[src/cfq_pkg.sv]
// Package for the circular FIFO queue: depth, pointer type, operation and
// status codes, beat structs and the controller/datapath command bundle.
// No dependencies.
package cfq_pkg;

  localparam int DEPTH = 8;
  localparam int PTR_W = (DEPTH > 1) ? $clog2(DEPTH) : 1;
  localparam int DATA_W = 32;

  typedef logic [PTR_W-1:0] ptr_t;
  typedef logic signed [DATA_W-1:0] word_t;

  typedef enum logic [1:0] {
    FN_ENQ  = 2'd0,
    FN_DEQ  = 2'd1,
    FN_DISP = 2'd2
  } func_t;

  typedef enum logic [1:0] {
    ST_OK       = 2'd0,
    ST_OVERFLOW = 2'd1,
    ST_EMPTY    = 2'd2
  } status_t;

  typedef struct packed {
    func_t func;
    word_t data_in;
  } in_item_t;

  typedef struct packed {
    status_t status;
    word_t   data_out;
    logic    last;
  } out_item_t;

  typedef enum logic [1:0] {
    S_IDLE = 2'd0,
    S_DEQ  = 2'd1,
    S_DISP = 2'd2
  } ctrl_state_t;

  // Commands from the controller to the datapath.
  typedef struct packed {
    logic    enq_wr;
    logic    deq_start;
    logic    walk_start;
    logic    walk_step;
    logic    out_load;
    status_t out_status;
    logic    out_from_mem;
    logic    out_last;
  } cfq_cmd_t;

  // Status from the datapath back to the controller.
  typedef struct packed {
    logic empty;
    logic full;
    logic walk_at_tail;
    logic out_free;
  } cfq_sts_t;

  // Advance a ring pointer with wrap at DEPTH.
  function automatic ptr_t next_slot(input ptr_t p);
    ptr_t r;
    if (p == ptr_t'(DEPTH - 1)) begin
      r = '0;
    end else begin
      r = p + ptr_t'(1);
    end
    return r;
  endfunction

endpackage

[src/cfq_dp.sv]
// Datapath of the circular FIFO queue: ring memory, head/tail/walk pointers,
// empty flag and the output register. Depends on cfq_pkg.
module cfq_dp (
  input  logic              clk,
  input  logic              rst_n,
  input  cfq_pkg::word_t    wr_data,
  input  cfq_pkg::cfq_cmd_t cmd,
  input  logic              out_stall,
  output cfq_pkg::cfq_sts_t sts,
  output logic              out_valid,
  output cfq_pkg::out_item_t out_data
);

  cfq_pkg::word_t ring_mem [cfq_pkg::DEPTH];
  cfq_pkg::word_t rd_data_r;

  cfq_pkg::ptr_t head_r, head_nxt;
  cfq_pkg::ptr_t tail_r, tail_nxt;
  cfq_pkg::ptr_t walk_r, walk_nxt;
  logic          empty_r, empty_nxt;
  logic          out_valid_r, out_valid_nxt;
  cfq_pkg::out_item_t out_data_r;

  cfq_pkg::ptr_t wr_addr;
  cfq_pkg::ptr_t rd_addr;
  logic          rd_en;

  assign sts.empty        = empty_r;
  assign sts.full         = !empty_r && (cfq_pkg::next_slot(tail_r) == head_r);
  assign sts.walk_at_tail = (walk_r == tail_r);
  assign sts.out_free     = !out_valid_r || !out_stall;

  assign wr_addr = empty_r ? '0 : cfq_pkg::next_slot(tail_r);

  always_comb begin
    head_nxt  = head_r;
    tail_nxt  = tail_r;
    empty_nxt = empty_r;
    walk_nxt  = walk_r;
    rd_en     = 1'b0;
    rd_addr   = head_r;
    if (cmd.enq_wr) begin
      // An empty ring restarts at entry zero.
      head_nxt  = empty_r ? '0 : head_r;
      tail_nxt  = wr_addr;
      empty_nxt = 1'b0;
    end
    if (cmd.deq_start) begin
      rd_en = 1'b1;
      if (head_r == tail_r) begin
        head_nxt  = '0;
        tail_nxt  = '0;
        empty_nxt = 1'b1;
      end else begin
        head_nxt = cfq_pkg::next_slot(head_r);
      end
    end
    if (cmd.walk_start) begin
      rd_en    = 1'b1;
      walk_nxt = head_r;
    end
    if (cmd.walk_step) begin
      rd_en    = 1'b1;
      walk_nxt = cfq_pkg::next_slot(walk_r);
      rd_addr  = walk_nxt;
    end
  end

  always_ff @(posedge clk) begin
    if (cmd.enq_wr) begin
      ring_mem[wr_addr] <= wr_data;
    end
    if (rd_en) begin
      rd_data_r <= ring_mem[rd_addr];
    end
  end

  always_comb begin
    out_valid_nxt = out_valid_r && out_stall;
    if (cmd.out_load) begin
      out_valid_nxt = 1'b1;
    end
  end

  always_ff @(posedge clk) begin
    if (!rst_n) begin
      head_r      <= '0;
      tail_r      <= '0;
      walk_r      <= '0;
      empty_r     <= 1'b1;
      out_valid_r <= 1'b0;
    end else begin
      head_r      <= head_nxt;
      tail_r      <= tail_nxt;
      walk_r      <= walk_nxt;
      empty_r     <= empty_nxt;
      out_valid_r <= out_valid_nxt;
    end
  end

  always_ff @(posedge clk) begin
    if (cmd.out_load) begin
      out_data_r.status   <= cmd.out_status;
      out_data_r.data_out <= cmd.out_from_mem ? rd_data_r : '0;
      out_data_r.last     <= cmd.out_last;
    end
  end

  assign out_valid = out_valid_r;
  assign out_data  = out_data_r;

endmodule

[src/cfq_ctrl.sv]
// Controller of the circular FIFO queue: decodes operations and sequences
// dequeue reads and display walks. Depends on cfq_pkg.
module cfq_ctrl (
  input  logic              clk,
  input  logic              rst_n,
  input  logic              in_valid,
  input  cfq_pkg::func_t    in_func,
  input  cfq_pkg::cfq_sts_t sts,
  output logic              in_stall,
  output cfq_pkg::cfq_cmd_t cmd
);

  cfq_pkg::ctrl_state_t state_r, state_nxt;
  logic                 accept;

  assign in_stall = (state_r != cfq_pkg::S_IDLE) || !sts.out_free;
  assign accept   = in_valid && !in_stall;

  // Next state.
  always_comb begin
    state_nxt = state_r;
    unique case (state_r)
      cfq_pkg::S_IDLE: begin
        if (accept && !sts.empty) begin
          case (in_func)
            cfq_pkg::FN_DEQ:  state_nxt = cfq_pkg::S_DEQ;
            cfq_pkg::FN_DISP: state_nxt = cfq_pkg::S_DISP;
            default:          state_nxt = cfq_pkg::S_IDLE;
          endcase
        end
      end
      cfq_pkg::S_DEQ: begin
        state_nxt = cfq_pkg::S_IDLE;
      end
      cfq_pkg::S_DISP: begin
        if (sts.out_free && sts.walk_at_tail) begin
          state_nxt = cfq_pkg::S_IDLE;
        end
      end
      default: state_nxt = cfq_pkg::S_IDLE;
    endcase
  end

  // Commands.
  always_comb begin
    cmd              = '0;
    cmd.out_status   = cfq_pkg::ST_OK;
    cmd.out_last     = 1'b1;
    unique case (state_r)
      cfq_pkg::S_IDLE: begin
        if (accept) begin
          case (in_func)
            cfq_pkg::FN_ENQ: begin
              cmd.enq_wr     = !sts.full;
              cmd.out_load   = 1'b1;
              cmd.out_status = sts.full ? cfq_pkg::ST_OVERFLOW : cfq_pkg::ST_OK;
            end
            cfq_pkg::FN_DEQ: begin
              cmd.deq_start  = !sts.empty;
              cmd.out_load   = sts.empty;
              cmd.out_status = cfq_pkg::ST_EMPTY;
            end
            cfq_pkg::FN_DISP: begin
              cmd.walk_start = !sts.empty;
              cmd.out_load   = sts.empty;
              cmd.out_status = cfq_pkg::ST_EMPTY;
            end
            default: begin
              cmd.out_load = 1'b0;
            end
          endcase
        end
      end
      cfq_pkg::S_DEQ: begin
        cmd.out_load     = 1'b1;
        cmd.out_from_mem = 1'b1;
      end
      cfq_pkg::S_DISP: begin
        if (sts.out_free) begin
          cmd.out_load     = 1'b1;
          cmd.out_from_mem = 1'b1;
          cmd.out_last     = sts.walk_at_tail;
          cmd.walk_step    = !sts.walk_at_tail;
        end
      end
      default: begin
        cmd.out_load = 1'b0;
      end
    endcase
  end

  always_ff @(posedge clk) begin
    if (!rst_n) begin
      state_r <= cfq_pkg::S_IDLE;
    end else begin
      state_r <= state_nxt;
    end
  end

endmodule

[src/circular_fifo_queue_top.sv]
// Top level of the circular FIFO queue: controller plus datapath.
// Depends on cfq_pkg, cfq_ctrl and cfq_dp.
//
//   Channel | Ports                          | Beat
//   --------+--------------------------------+--------------------------
//   input   | in_valid, in_stall, in_data    | func and data_in
//   output  | out_valid, out_stall, out_data | status, data_out and last
//
// An enqueue, or any operation on an empty ring, is done in S_IDLE, so enqueues
// stream at one per cycle unless the output stalls. A dequeue passes through
// S_DEQ as the ring memory has a registered read port. A display reads each
// entry from head to tail. Synchronous reset empties the ring and drops a
// pending result beat but leaves the ring contents. An output stall holds the
// result beat and the walk, and stalls the input until the output can take more.
module circular_fifo_queue_top (
  input  logic               clk,
  input  logic               rst_n,
  input  logic               in_valid,
  output logic               in_stall,
  input  cfq_pkg::in_item_t  in_data,
  output logic               out_valid,
  input  logic               out_stall,
  output cfq_pkg::out_item_t out_data
);

  // Command and status bundles between controller and datapath.
  cfq_pkg::cfq_cmd_t cmd;
  cfq_pkg::cfq_sts_t sts;

  cfq_ctrl u_ctrl (
    .clk      (clk),
    .rst_n    (rst_n),
    .in_valid (in_valid),
    .in_func  (in_data.func),
    .sts      (sts),
    .in_stall (in_stall),
    .cmd      (cmd)
  );

  cfq_dp u_dp (
    .clk       (clk),
    .rst_n     (rst_n),
    .wr_data   (in_data.data_in),
    .cmd       (cmd),
    .out_stall (out_stall),
    .sts       (sts),
    .out_valid (out_valid),
    .out_data  (out_data)
  );

endmodule

[config.mk]
export PLATFORM = sky130hd
export DESIGN_NAME = circular_fifo_queue_top
export DESIGN_NICKNAME = d
export VERILOG_FILES = /design/src/cfq_pkg.sv /design/src/cfq_dp.sv /design/src/cfq_ctrl.sv /design/src/circular_fifo_queue_top.sv
export SDC_FILE = /design/constraint.sdc
export NUM_CORES = 1
export LEC_CHECK = 0
export ABC_AREA = 1
export BUFFER_PORTS_ARGS = -buffer_cell sky130_fd_sc_hd__buf_2
export CORE_MARGIN = 5
export CORE_UTILIZATION = 60
export DETAILED_ROUTE_END_ITERATION = 8
export GPL_TIMING_DRIVEN = 0
export PLACE_DENSITY_LB_ADDON = 0.05
export SYNTH_ARGS = -nofsm -noshare
export SYNTH_HDL_FRONTEND = slang
export SYNTH_SLANG_ARGS = --single-unit
[constraint.sdc]
create_clock -name clk -period 6.95 [get_ports clk]
set_input_delay 1.0425 -clock clk [delete_from_list [all_inputs] [get_ports clk]]
set_output_delay 1.0425 -clock clk [all_outputs]
set_load 0.01 [all_outputs]
# Yosys cells after proc, flatten, opt, wreduce, memory -nomap -nowiden
# Memory sizes are Yosys's and may differ from the RTL's. A register that Yosys moved wholly into a read port is not among the register bits.
# Index checks and enable logic that the tools add are counted.
op_classes:
  addsub: 3
  n_eq_ne: 12
  mux: 41
  reduce_logical: 25
ops:
  columns: ["op", "count"]
  rows:
  - ["$mux W3", 17]
  - ["$mux W1", 14]
  - ["$pmux W2 S2", 3]
  - ["$add A3 B1 Y3 const B", 3]
  - ["$eq A3 B3 Y1", 3]
  - ["$eq A3 B3 Y1 const B", 3]
  - ["$mux W2", 4]
  - ["$reduce_and A2 Y1", 4]
  - ["$reduce_bool A2 Y1", 4]
  - ["$logic_not A1 Y1", 7]
  - ["$logic_and A1 B1 Y1", 5]
  - ["$eq A2 B1 Y1 const B", 2]
  - ["$eq A2 B2 Y1 const B", 2]
  - ["$logic_not A2 Y1", 2]
  - ["$ne A2 B1 Y1 const B", 2]
  - ["$pmux W1 S2", 2]
  - ["$pmux W1 S3", 1]
  - ["$logic_or A1 B1 Y1", 2]
  - ["$reduce_or A2 Y1", 1]
totals:
  regBits: 48
  mem_bits_rw: 256
  out_inout_bits: 37
  wordCells: 91
  n_memories: 1
memory_table:
  columns: ["memory", "depth", "word_bits", "read_ports", "rd_clocked_by_memory_dff", "wr", "line", "text"]
  rows:
  - ["u_dp.ring_mem", 8, 32, 1, 1, 1, "cfq_dp.sv:14", "cfq_pkg::word_t ring_mem [cfq_pkg::DEPTH];"]

# Depth between registers and ports, before layout
# Gate-level depths: netlist of run 1.
depth:
  ltp_word: 11
  mapped_depth: 14
  ltp_nobuf: 12

# Cells and area by module
# A second synthesis of run 1 with hierarchy kept.
unflattened:
  hier_cells: 1415
  hier_area_um2: 14729.1
modules_own_cells:
  columns: ["module", "instances", "cells_each", "area_per_inst_um2", "seq_area_each_um2"]
  rows:
  - ["cfq_dp", 1, 1366, 14403.8, 9919.5]
  - ["cfq_ctrl", 1, 49, 325.3, 40.0]

# Worst setup path before layout of run 1
# No wires, ideal clock.
synth_timing:
  path_kind: "input -> register"
  start: "input port in_data[32] in the netlist's numbering"
  end: "memory u_dp.ring_mem[4][0] in the netlist's numbering (enable)"
  setup_ps: 461
  arrival_time_ps: 3859
  required_time_ps: 6489
  slack_ps: 2629
  stages: 6
  path_buffers: 0
  path_cell_list: "inv_1 -> ha_1 -> inv_1 -> nor2_1 -> nand2_1 -> nor3_1"
synth_via:
  elab_chain_cells: 6
synth_lines:
  columns: ["element", "line", "text"]
  rows:
  - ["start, declared", "circular_fifo_queue_top.sv:20", "input cfq_pkg::in_item_t in_data,"]
  - ["$logic_not A2 Y1", "cfq_ctrl.sv:52", "case (in_func)"]
  - ["$mux W1", "cfq_ctrl.sv:52", null]
  - ["$mux W3", "cfq_ctrl.sv:51", "if (accept) begin"]
  - ["$mux W3", "cfq_ctrl.sv:49", "unique case (state_r)"]
  - ["$mux W1", "cfq_dp.sv:70", "if (cmd.enq_wr) begin"]
  - ["$mux W1 (implied by the code)", "cfq_dp.sv:71", "ring_mem[wr_addr] <= wr_data;"]
  - ["end, declared", "cfq_dp.sv:14", null]
# No other way between the ends.

# Worst setup path in the final report of run 1
layout_timing:
  start: "register u_dp.tail_r[0]"
  end: "memory u_dp.ring_mem[1][3] in the netlist's numbering (enable)"
layout_via:
  elab_chain_cells: 10
  word_cells_on_any_way: 12
  classes_between: "add/sub (1); eq/ne (2); mux (7); reduce/logical (2)"
layout_lines:
  columns: ["element", "line", "text"]
  rows:
  - ["start, declared", "cfq_dp.sv:18", "cfq_pkg::ptr_t tail_r, tail_nxt;"]
  - ["start signal, assigned", "cfq_dp.sv:94", "tail_r <= tail_nxt;"]
  - ["$add A3 B1 Y3 or $eq A3 B3 Y1 (tied branches)", "cfq_pkg.sv:68, cfq_pkg.sv:65", null]
  - ["$mux W3 (*)", "cfq_pkg.sv:65", "if (p == ptr_t'(DEPTH - 1)) begin"]
  - ["$eq A3 B3 Y1", "cfq_dp.sv:29", "assign sts.full = !empty_r && (cfq_pkg::next_slot(tail_r) == head_r);"]
  - ["$logic_and A1 B1 Y1", "cfq_dp.sv:29", null]
  - ["$logic_not A1 Y1", "cfq_ctrl.sv:54", "cmd.enq_wr = !sts.full;"]
  - ["$mux W1", "cfq_ctrl.sv:52", null]
  - ["$mux W3", "cfq_ctrl.sv:51", null]
  - ["$mux W3", "cfq_ctrl.sv:49", null]
  - ["$mux W1", "cfq_dp.sv:70", null]
  - ["$mux W1 (implied by the code)", "cfq_dp.sv:71", null]
# Mark *: on every way between the ends. The rest lies on a longest branch, timed or not.

==> results of run 1 <==
synthesized netlist by cell type, types with 2 or more instances:
cell      instances  area, um^2
edfxtp_1        323        9700
inv_1           312        1170
nand3_1         297        1490
nand2_1         292        1100
nor2_1           51         191
buf_2            27         135
clkbuf_1         17        63.8
buf_6            15         169
ha_1             15         188
a21oi_1          13        65.1
dfxtp_1          13         260
buf_4             8        60.1
o21ai_0           8        40.0
nor3_1            7        35.0
inv_2             3        11.3
xnor2_1           3        26.3
nand2_2           2        12.5
nand2_4           2        22.5
xor2_1            2        17.5
power breakdown:
group          total (mW)  switching, mW  internal, mW
Clock                1.80          0.749          1.05
Combinational       0.127         0.0879        0.0393
Sequential           2.25        0.00697          2.25
metal layers:
metal | part of all wire (%) | up-vias | track usage [%]
met4 | 2.5 | 0 | 6.95
met1 | 42 | 4737 | 33.8
met3 | 7.8 | 73 | 3.28
met5 | 0 | - | 0
met2 | 48 | 389 | 39.5
li1 | - | 4847 | -
cell type report:
cell class | instances | area (um^2) | share of cell area [%]
plain buffers | 68 | 432 | 2.54
clock buffers | 44 | 952 | 5.59
clock inverters | 20 | 148 | 0.867
inverters | 315 | 1180 | 6.94
multi-input cells | 699 | 3310 | 19.4
flip-flops and latches | 336 | 9960 | 58.5
well taps | 324 | 405 | 2.38
repair buffers | 92 | 641 | 3.76
placed cells by master, fill, tap and decap left out, types with 3 or more instances in the layout:
cell         n
buf_6       25
buf_12       4
nand3_1    296
dfxtp_1     13
nor2_4       5
nor3_2       4
buf_2      101
nand2_1    292
nor2_1      46
buf_4        9
clkinv_2    10
ha_1        15
xnor2_1      3
clkinv_1     6
a21oi_1     13
nor3_1       3
clkbuf_16   37
o21ai_0      8
inv_2        3
clkbuf_1    24
inv_1      312
edfxtp_1   323
sequential cells by signal, summed over array words and instances (netlist names):
| name | flops |
|---|---|
| u_dp.out_valid | 1 |
| u_dp.head_r | 3 |
| u_dp.empty_r | 1 |
| u_dp.out_data | 35 |
| u_dp.rd_data_r | 32 |
| u_dp.ring_mem | 256 |
| u_dp.walk_r | 3 |
| u_dp.tail_r | 3 |
| u_ctrl.state_r | 2 |
worst max-delay path, delay by kind of cell, from the launching register on:
| kind | cells | cell delay (ps) |
|---|---|---|
| simple gates | 3 | 1730 |
| fa+ha+maj | 2 | 420 |
| flops | 1 | 380 |
| buf+inv | 1 | 260 |
kinds of logic after synthesis:
logic type	share of synthesized area, %
DFF	67.2
and+or+nand+nor	19.5
adders and majority gates	1.27
xor gates and xnor gates	0.296
buffers and inverters	10.9
AOI/OAI and AO/OA	0.819
metrics by stage:
| step | worst slack [ps] | utilization [%] | hold WS, ps | instances |
|---|---|---|---|---|
| after global placement | 239 | 64.1 | 496 | 1816 |
| final | 3820 | 70.0 | 518 | 1898 |
| after global routing | 3690 | 70.0 | 546 | 1898 |
| after detailed placement | 3470 | 65.5 | 509 | 1834 |
| after floorplan | 2630 | - | 473 | 1418 |
| after CTS | 3880 | 70.0 | 519 | 1898 |
how the worst max path moves through the flow:
stage          cells past startpoint                   to  slack (ps)
2_1_floorplan                      6  u_dp.ring_mem[4][0]        2630
3_3_place_gp                       6  u_dp.ring_mem[4][7]         240
3_5_place_dp                       9  u_dp.ring_mem[6][5]        3470
4_1_cts                            6  u_dp.ring_mem[1][9]        3880
5_1_grt                            6  u_dp.ring_mem[7][0]        3690
6_report                           6  u_dp.ring_mem[1][3]        3820
==> flow_metrics.env, run 1 <==
export IMPL_setup_viol=0
export IMPL_h_tree_depth=2
export IMPL_clock_sinks=336
export IMPL_leakage_nw=7.63
export IMPL_stdcell_area_um2=17000
export IMPL_vias=10000
export IMPL_io_buffer_count=74
export IMPL_min_period_ps=3130
export IMPL_postCtsSetupBuffers=0
export IMPL_irDropWorstVdd_v=0.000219
export IMPL_status="completed"
export IMPL_nNetsFinal=1601
export IMPL_ctsResizeCount=0
export IMPL_dieHeight_um=167
export IMPL_hold_start="u_ctrl.state_r[0]"
export IMPL_fp_dieW_um=167
export IMPL_fin_crit_sh_pct=45.0
export IMPL_cp_startpoint="u_dp.tail_r[0]"
export IMPL_syn_area_um2=14800
export IMPL_area_growth_pct=14.9
export IMPL_worstPathCellList="ha_1, ha_1, nor3_1, nand2_1, nor2_4, buf_12"
export IMPL_ys_ff_latch=336
export IMPL_cts_tree="done"
export IMPL_yosysWarnings=0
export IMPL_cp_required_ps=7160
export IMPL_synth_cells=1418
export IMPL_initial_core_util_pct=60.9
export IMPL_path_clk_slew_ps=60
export IMPL_async_reset_ff_share_pct=0
export IMPL_power_mw=4.18
export IMPL_crit_type="reg2reg"
export IMPL_grt_max_degree=23
export IMPL_timing_critical_path_mode_cell="ha_1"
export IMPL_wl_per_cell_um=17.7
export IMPL_clock_skew_ps=9.45
export IMPL_design_core_area_um2=24300
export IMPL_fillers=1785
export IMPL_dpl_cell_area_um2=15900
export IMPL_cts_buffer_depth=3
export IMPL_hold_end="u_ctrl.state_r[0]"
export IMPL_fmax_mhz=320
export IMPL_cts_root_buf="clkbuf_16"
export IMPL_num_rows=57
export IMPL_reg2reg_slack_ps=3820
export IMPL_cp_arrival_ps=3330
export IMPL_synth_nets=1471
export IMPL_ctsHoldBuffers=0
export IMPL_crit_reg2reg_launch="u_dp.tail_r[0]"
export IMPL_place_hpwl_um=22300
export IMPL_grt_overflow_total=0
export IMPL_wl_um=33500
export IMPL_antenna_left=0
export IMPL_drc=0
export IMPL_reg2reg_to="u_dp.ring_mem[1][3]"
export IMPL_viasPerCell=5.29
export IMPL_min_delay_path_class="reg2reg"
export IMPL_die_area_um2=27900
export IMPL_grt_pass1_wl_um=52000
export IMPL_drv_cap=0
export IMPL_avgSynthCellArea_um2=10.4
export IMPL_synth_edff_count=323
export IMPL_gp_congestion=0.848
export IMPL_grt_pass1_vias=9467
export IMPL_power_density_nw_per_um2=245
export IMPL_tns_ps=0
export IMPL_slowest_stage="nor3_1"
export IMPL_worst_pin_slew_ps=1020
export IMPL_start_kind="flip-flop"
export IMPL_path_max_fanout=20
export IMPL_yosysSeqAreaShare_pct=67.2
export IMPL_antenna_found_initial=0
export IMPL_grt_use_total_pct=23.9
export IMPL_drv_slew=0
export IMPL_cts_made_buffers=36
export IMPL_io_pins=75
export IMPL_ys_types=27
export IMPL_r2r_cells=6
export IMPL_drive_gt1_share_pct=13.6
export IMPL_diodes=0
export IMPL_slowest_delay_ps=690
export IMPL_rsz0062_at_grt="no"
export IMPL_insertion_delay_ps=510
export IMPL_first_pass_iters=5
export IMPL_holdPathStages=2
export IMPL_critPathCaptureType="flip-flop"
export IMPL_final_hold_violation_count=0
export IMPL_max_slew_margin_pct=31.9
export IMPL_synth_top_flop_cell="edfxtp_1"
export IMPL_drtIter0Drc=987
(Power assumes the default switching activity.)
==> inputs of run 2 (changes only) <==
Clock period 6.95 ns to 3 ns, I/O delays scaled along.
==> flow_metrics.env, run 2 (synthesized netlist as in run 1, its figures left out) <==
export IMPL_status="completed"
export IMPL_drc=0
export IMPL_min_period_ps=2800
export IMPL_fp_dieW_um=167
export IMPL_wl_per_cell_um=17.8
export IMPL_stdcell_area_um2=17100
export IMPL_utilization_pct=70.5
export IMPL_largest_reg_flops=256
export IMPL_wl_um=33900
export IMPL_fin_crit_sh_pct=93.3
export IMPL_drv_cap=0
export IMPL_max_slew_margin_pct=52.5
export IMPL_path_clk_slew_ps=60
export IMPL_nNetsFinal=1607
export IMPL_worst_pin_slew_ps=712
export IMPL_cts_buffer_depth=3
export IMPL_h_tree_depth=2
export IMPL_cts_root_buf="clkbuf_16"
export IMPL_dieHeight_um=167
export IMPL_final_hold_violation_count=0
export IMPL_path_max_fanout=9
export IMPL_die_area_um2=27900
export IMPL_cp_startpoint="u_dp.tail_r[0]"
export IMPL_min_delay_path_class="in2reg"
export IMPL_power_mw=9.70
export IMPL_tns_ps=0
export IMPL_fmax_mhz=357
export IMPL_setup_ws_ps=202
export IMPL_drv_slew=0
export IMPL_hold_ws_ps=206
export IMPL_power_density_nw_per_um2=566
export IMPL_insertion_delay_ps=520
export IMPL_cts_made_buffers=37
export IMPL_cts_tree="done"
export IMPL_cp_arrival_ps=3030
export IMPL_antenna_left=0
export IMPL_cp_required_ps=3230
export IMPL_grt_use_total_pct=24.3
export IMPL_antenna_found_initial=0
export IMPL_drtIter0Drc=913
export IMPL_area_growth_pct=15.6
export IMPL_grt_pass1_wl_um=53400
export IMPL_diodes=0
export IMPL_crit_type="reg2reg"
export IMPL_critPathCaptureType="flip-flop"
export IMPL_initial_core_util_pct=60.9
export IMPL_num_rows=57
export IMPL_place_hpwl_um=22400
export IMPL_final_cell_mix="323 x edfxtp_1, 312 x inv_1, 296 x nand3_1, 292 x nand2_1, 101 x buf_2"
export IMPL_design_core_area_um2=24300
export IMPL_crit_reg2reg_launch="u_dp.tail_r[0]"
export IMPL_gp_congestion=0.816
export IMPL_regMostFlops="u_dp.ring_mem"
export IMPL_io_pins=75
export IMPL_setup_viol=0
export IMPL_io_buffer_count=74
export IMPL_grt_max_degree=27
export IMPL_grt_pass1_vias=9797
export IMPL_dp_cells=1835
export IMPL_clock_skew_ps=14.6
export IMPL_first_pass_iters=5
export IMPL_hold_start="in_data[10]"
export IMPL_mostFrequentLayoutCell="edfxtp_1"
export IMPL_start_kind="flip-flop"
export IMPL_instances_no_fill=1903
export IMPL_grt_overflow_total=0
export IMPL_irDropWorstVdd_v=0.000646
export IMPL_dpl_cell_area_um2=15900
export IMPL_fillers=1787
export IMPL_pre_cts_ws_ps=-88.1
export IMPL_leakage_nw=7.67
export IMPL_clock_sinks=336
export IMPL_rsz0062_at_grt="no"
export IMPL_vias=10100
export IMPL_viasPerCell=5.30
export IMPL_drive_gt1_share_pct=13.6
==> run 2: cell type report <==
type / count / area (um^2) / area share, %
tap: 324 / 405 / 2.37
clock buffer: 49 / 1010 / 5.91
inverter: 315 / 1180 / 6.90
timing repair buffer: 97 / 718 / 4.19
multi-input combinational: 699 / 3330 / 19.4
sequential: 336 / 9960 / 58.1
buffer: 68 / 432 / 2.52
clock inverter: 15 / 92.6 / 0.540
==> run 2: critical path, cell delays in order (launching register included) <==
cell     delay, ps
dfxtp_1        480
ha_1           210
ha_1           200
nor2_1          70
xor2_1         140
nand3_1        110
nand2_1        280
nor3_4         480
buf_8          220
buf_6          160
buf_6          150
==> run 2: worst paths after layout <==
kind                          endpoint  slack, ps  cells past startpoint
setup / recovery  u_dp.ring_mem[4][10]        200                     10
hold / removal    u_dp.ring_mem[3][10]        210                      1
setup reg to reg  u_dp.ring_mem[4][10]        200                     10
hold reg to reg      u_ctrl.state_r[0]        530                      2
==> run 2: layer usage <==
layer / GRT usage (%) / vias to the layer above / share of wire (%)
li1: - / 4856 / -
met1: 34.3 / 4746 / 41
met2: 40.1 / 410 / 48
met3: 2.97 / 71 / 7.6
met4: 8.19 / 0 / 2.9
met5: 0 / - / 0
==> run 2: power breakdown <==
group	internal [mW]	total (mW)	switching [mW]
clock	2.45	4.18	1.72
sequential	5.20	5.22	0.0173
combinational	0.0923	0.301	0.208
==> run 2: timing repair <==
action	in CTS	in global routing
gates cloned	0	0
buffers inserted	2	2
setup endpoints to repair	36	63
gates resized for setup	0	4
hold buffers	0	0
pin swaps	2	2
==> inputs of run 3 (changes only) <==
Settings changed: CORE_UTILIZATION 60 to 55.
Clock period 3 ns to 2.5 ns, I/O delays scaled along.
==> flow_metrics.env, run 3 (synthesized netlist as in run 1, its figures left out) <==
export IMPL_min_delay_path_class="in2reg"
export IMPL_cp_arrival_ps=2590
export IMPL_leakage_nw=7.79
export IMPL_grt_pass1_wl_um=53800
export IMPL_initial_core_util_pct=55.4
export IMPL_largest_reg_flops=256
export IMPL_min_period_ps=2380
export IMPL_diodes=0
export IMPL_antenna_found_initial=0
export IMPL_grt_max_degree=23
export IMPL_fin_crit_sh_pct=95.2
export IMPL_cts_tree="done"
export IMPL_seq_area_um2=9960
export IMPL_pre_cts_ws_ps=-612
export IMPL_cts_made_buffers=36
export IMPL_drive_gt1_share_pct=15.5
export IMPL_multi_input_area_um2=3440
export IMPL_netSwitchingFraction_pct=19.9
export IMPL_path_clk_slew_ps=60
export IMPL_p_int_mw=9.46
export IMPL_wl_um=34900
export IMPL_hold_start="in_data[25]"
export IMPL_wl_per_cell_um=18.1
export IMPL_setup_ws_ps=119
export IMPL_antenna_left=0
export IMPL_seqPwrFrac_pct=53.0
export IMPL_place_hpwl_um=21900
export IMPL_clock_skew_ps=13.4
export IMPL_vias=10100
export IMPL_crit_type="reg2reg"
export IMPL_r2r_cells=8
export IMPL_critPathCaptureType="flip-flop"
export IMPL_ctsHoldBuffers=0
export IMPL_power_density_nw_per_um2=676
export IMPL_combPwrFrac_pct=3.2
export IMPL_final_cell_mix="323 x edfxtp_1, 311 x inv_1, 296 x nand3_1, 288 x nand2_1, 99 x buf_2"
export IMPL_crit_reg2reg_launch="u_dp.tail_r[0]"
export IMPL_nNetsFinal=1618
export IMPL_path_max_fanout=15
export IMPL_drtIter0Drc=807
export IMPL_regMostFlops="u_dp.ring_mem"
export IMPL_gp_congestion=0.800
export IMPL_hold_end="u_dp.ring_mem[7][25]"
export IMPL_fmax_mhz=420
export IMPL_start_kind="flip-flop"
export IMPL_grt_pass1_vias=9564
export IMPL_worst_pin_slew_ps=642
export IMPL_clock_sinks=336
export IMPL_insertion_delay_ps=520
export IMPL_area_growth_pct=17.9
export IMPL_final_hold_violation_count=0
export IMPL_io_pins=75
export IMPL_holdPathStages=1
export IMPL_h_tree_depth=2
export IMPL_p_switching_mw=2.35
export IMPL_grt_use_total_pct=22.9
export IMPL_io_buffer_count=74
export IMPL_cts_buffer_depth=3
export IMPL_reg2reg_to="u_dp.ring_mem[4][9]"
export IMPL_status="completed"
export IMPL_first_pass_iters=5
export IMPL_fillers=2038
export IMPL_irDropWorstVdd_v=0.000620
export IMPL_cp_required_ps=2710
export IMPL_viasPerCell=5.24
export IMPL_dieHeight_um=174
export IMPL_setup_viol=0
export IMPL_fp_dieW_um=174
export IMPL_tns_ps=0
export IMPL_cts_root_buf="clkbuf_16"
export IMPL_max_slew_margin_pct=57.2
export IMPL_reg2reg_slack_ps=120
export IMPL_mostFrequentLayoutCell="edfxtp_1"
export IMPL_drc=0
export IMPL_drv_slew=0
export IMPL_p_clk_share_pct=43.8
export IMPL_power_mw=11.8
export IMPL_grt_overflow_total=0
export IMPL_num_rows=60
export IMPL_drv_cap=0
export IMPL_hold_ws_ps=135
export IMPL_design_core_area_um2=26700
export IMPL_die_area_um2=30300
## run 3: area by class of cell
type | instances | share of cell area, %
timing repair buffer | 105 | 4.98
buffer | 68 | 2.58
multi-input combinational | 703 | 19.7
inverter | 315 | 6.77
clock buffer | 50 | 5.70
tap | 341 | 2.44
clock inverter | 13 | 0.852
sequential | 336 | 57.0
## run 3: per-layer routing
| metal | GRT usage [%] | vias up | part of all wire, % |
|---|---|---|---|
| li1 | - | 4894 | - |
| met1 | 32.3 | 4788 | 43 |
| met2 | 37.4 | 387 | 48 |
| met3 | 3.52 | 50 | 7.4 |
| met4 | 6.43 | 0 | 2.1 |
| met5 | 0 | - | 0 |
## run 3: repair_timing
item                                    in CTS  in global routing
cloned                                       4                  0
setup buffers                               17                  4
pin swaps                                   10                  2
gates resized for setup                      7                 30
endpoints found under the setup margin     186                200
## run 3: worst max-delay path by stage
stage                      start                   to  slack (ps)  cells after the start
2_1_floorplan     u_dp.tail_r[0]  u_dp.ring_mem[4][0]          10                      6
3_3_place_gp   u_ctrl.state_r[0]    u_dp.rd_data_r[8]        -970                      8
3_5_place_dp   u_ctrl.state_r[1]  u_dp.ring_mem[1][6]        -610                      8
4_1_cts           u_dp.tail_r[0]  u_dp.ring_mem[4][6]          10                      8
5_1_grt        u_ctrl.state_r[0]    u_dp.rd_data_r[4]         -10                      9
6_report          u_dp.tail_r[0]  u_dp.ring_mem[4][9]         120                      8
## run 3: critical path, stage by stage, from the launching register on
cell and delay (ps):
dfxtp_2 370, ha_1 210, ha_1 340, inv_1 100, nor2_1 150, nand2_2 180
nor3_4 280, buf_8 240, buf_8 190
## run 3: through the flow
step,util [%],area (um^2),std cells
after floorplan,-,14900,1418
after global placement,58.8,15700,1833
after detailed placement,59.7,15900,1843
after CTS,65.1,17400,1927
after global routing,65.4,17500,1931
final,65.4,17500,1931
## run 3: power groups by stage
stage	combinational (mW)	clock, mW	sequential [mW]
3_5_place_dp	0.364	0	6.38
3_3_place_gp	0.335	0	6.39
6_report	0.379	5.17	6.26
4_1_cts	0.373	5.22	6.26
2_1_floorplan	0.145	0	6.41
5_1_grt	0.419	5.48	6.27
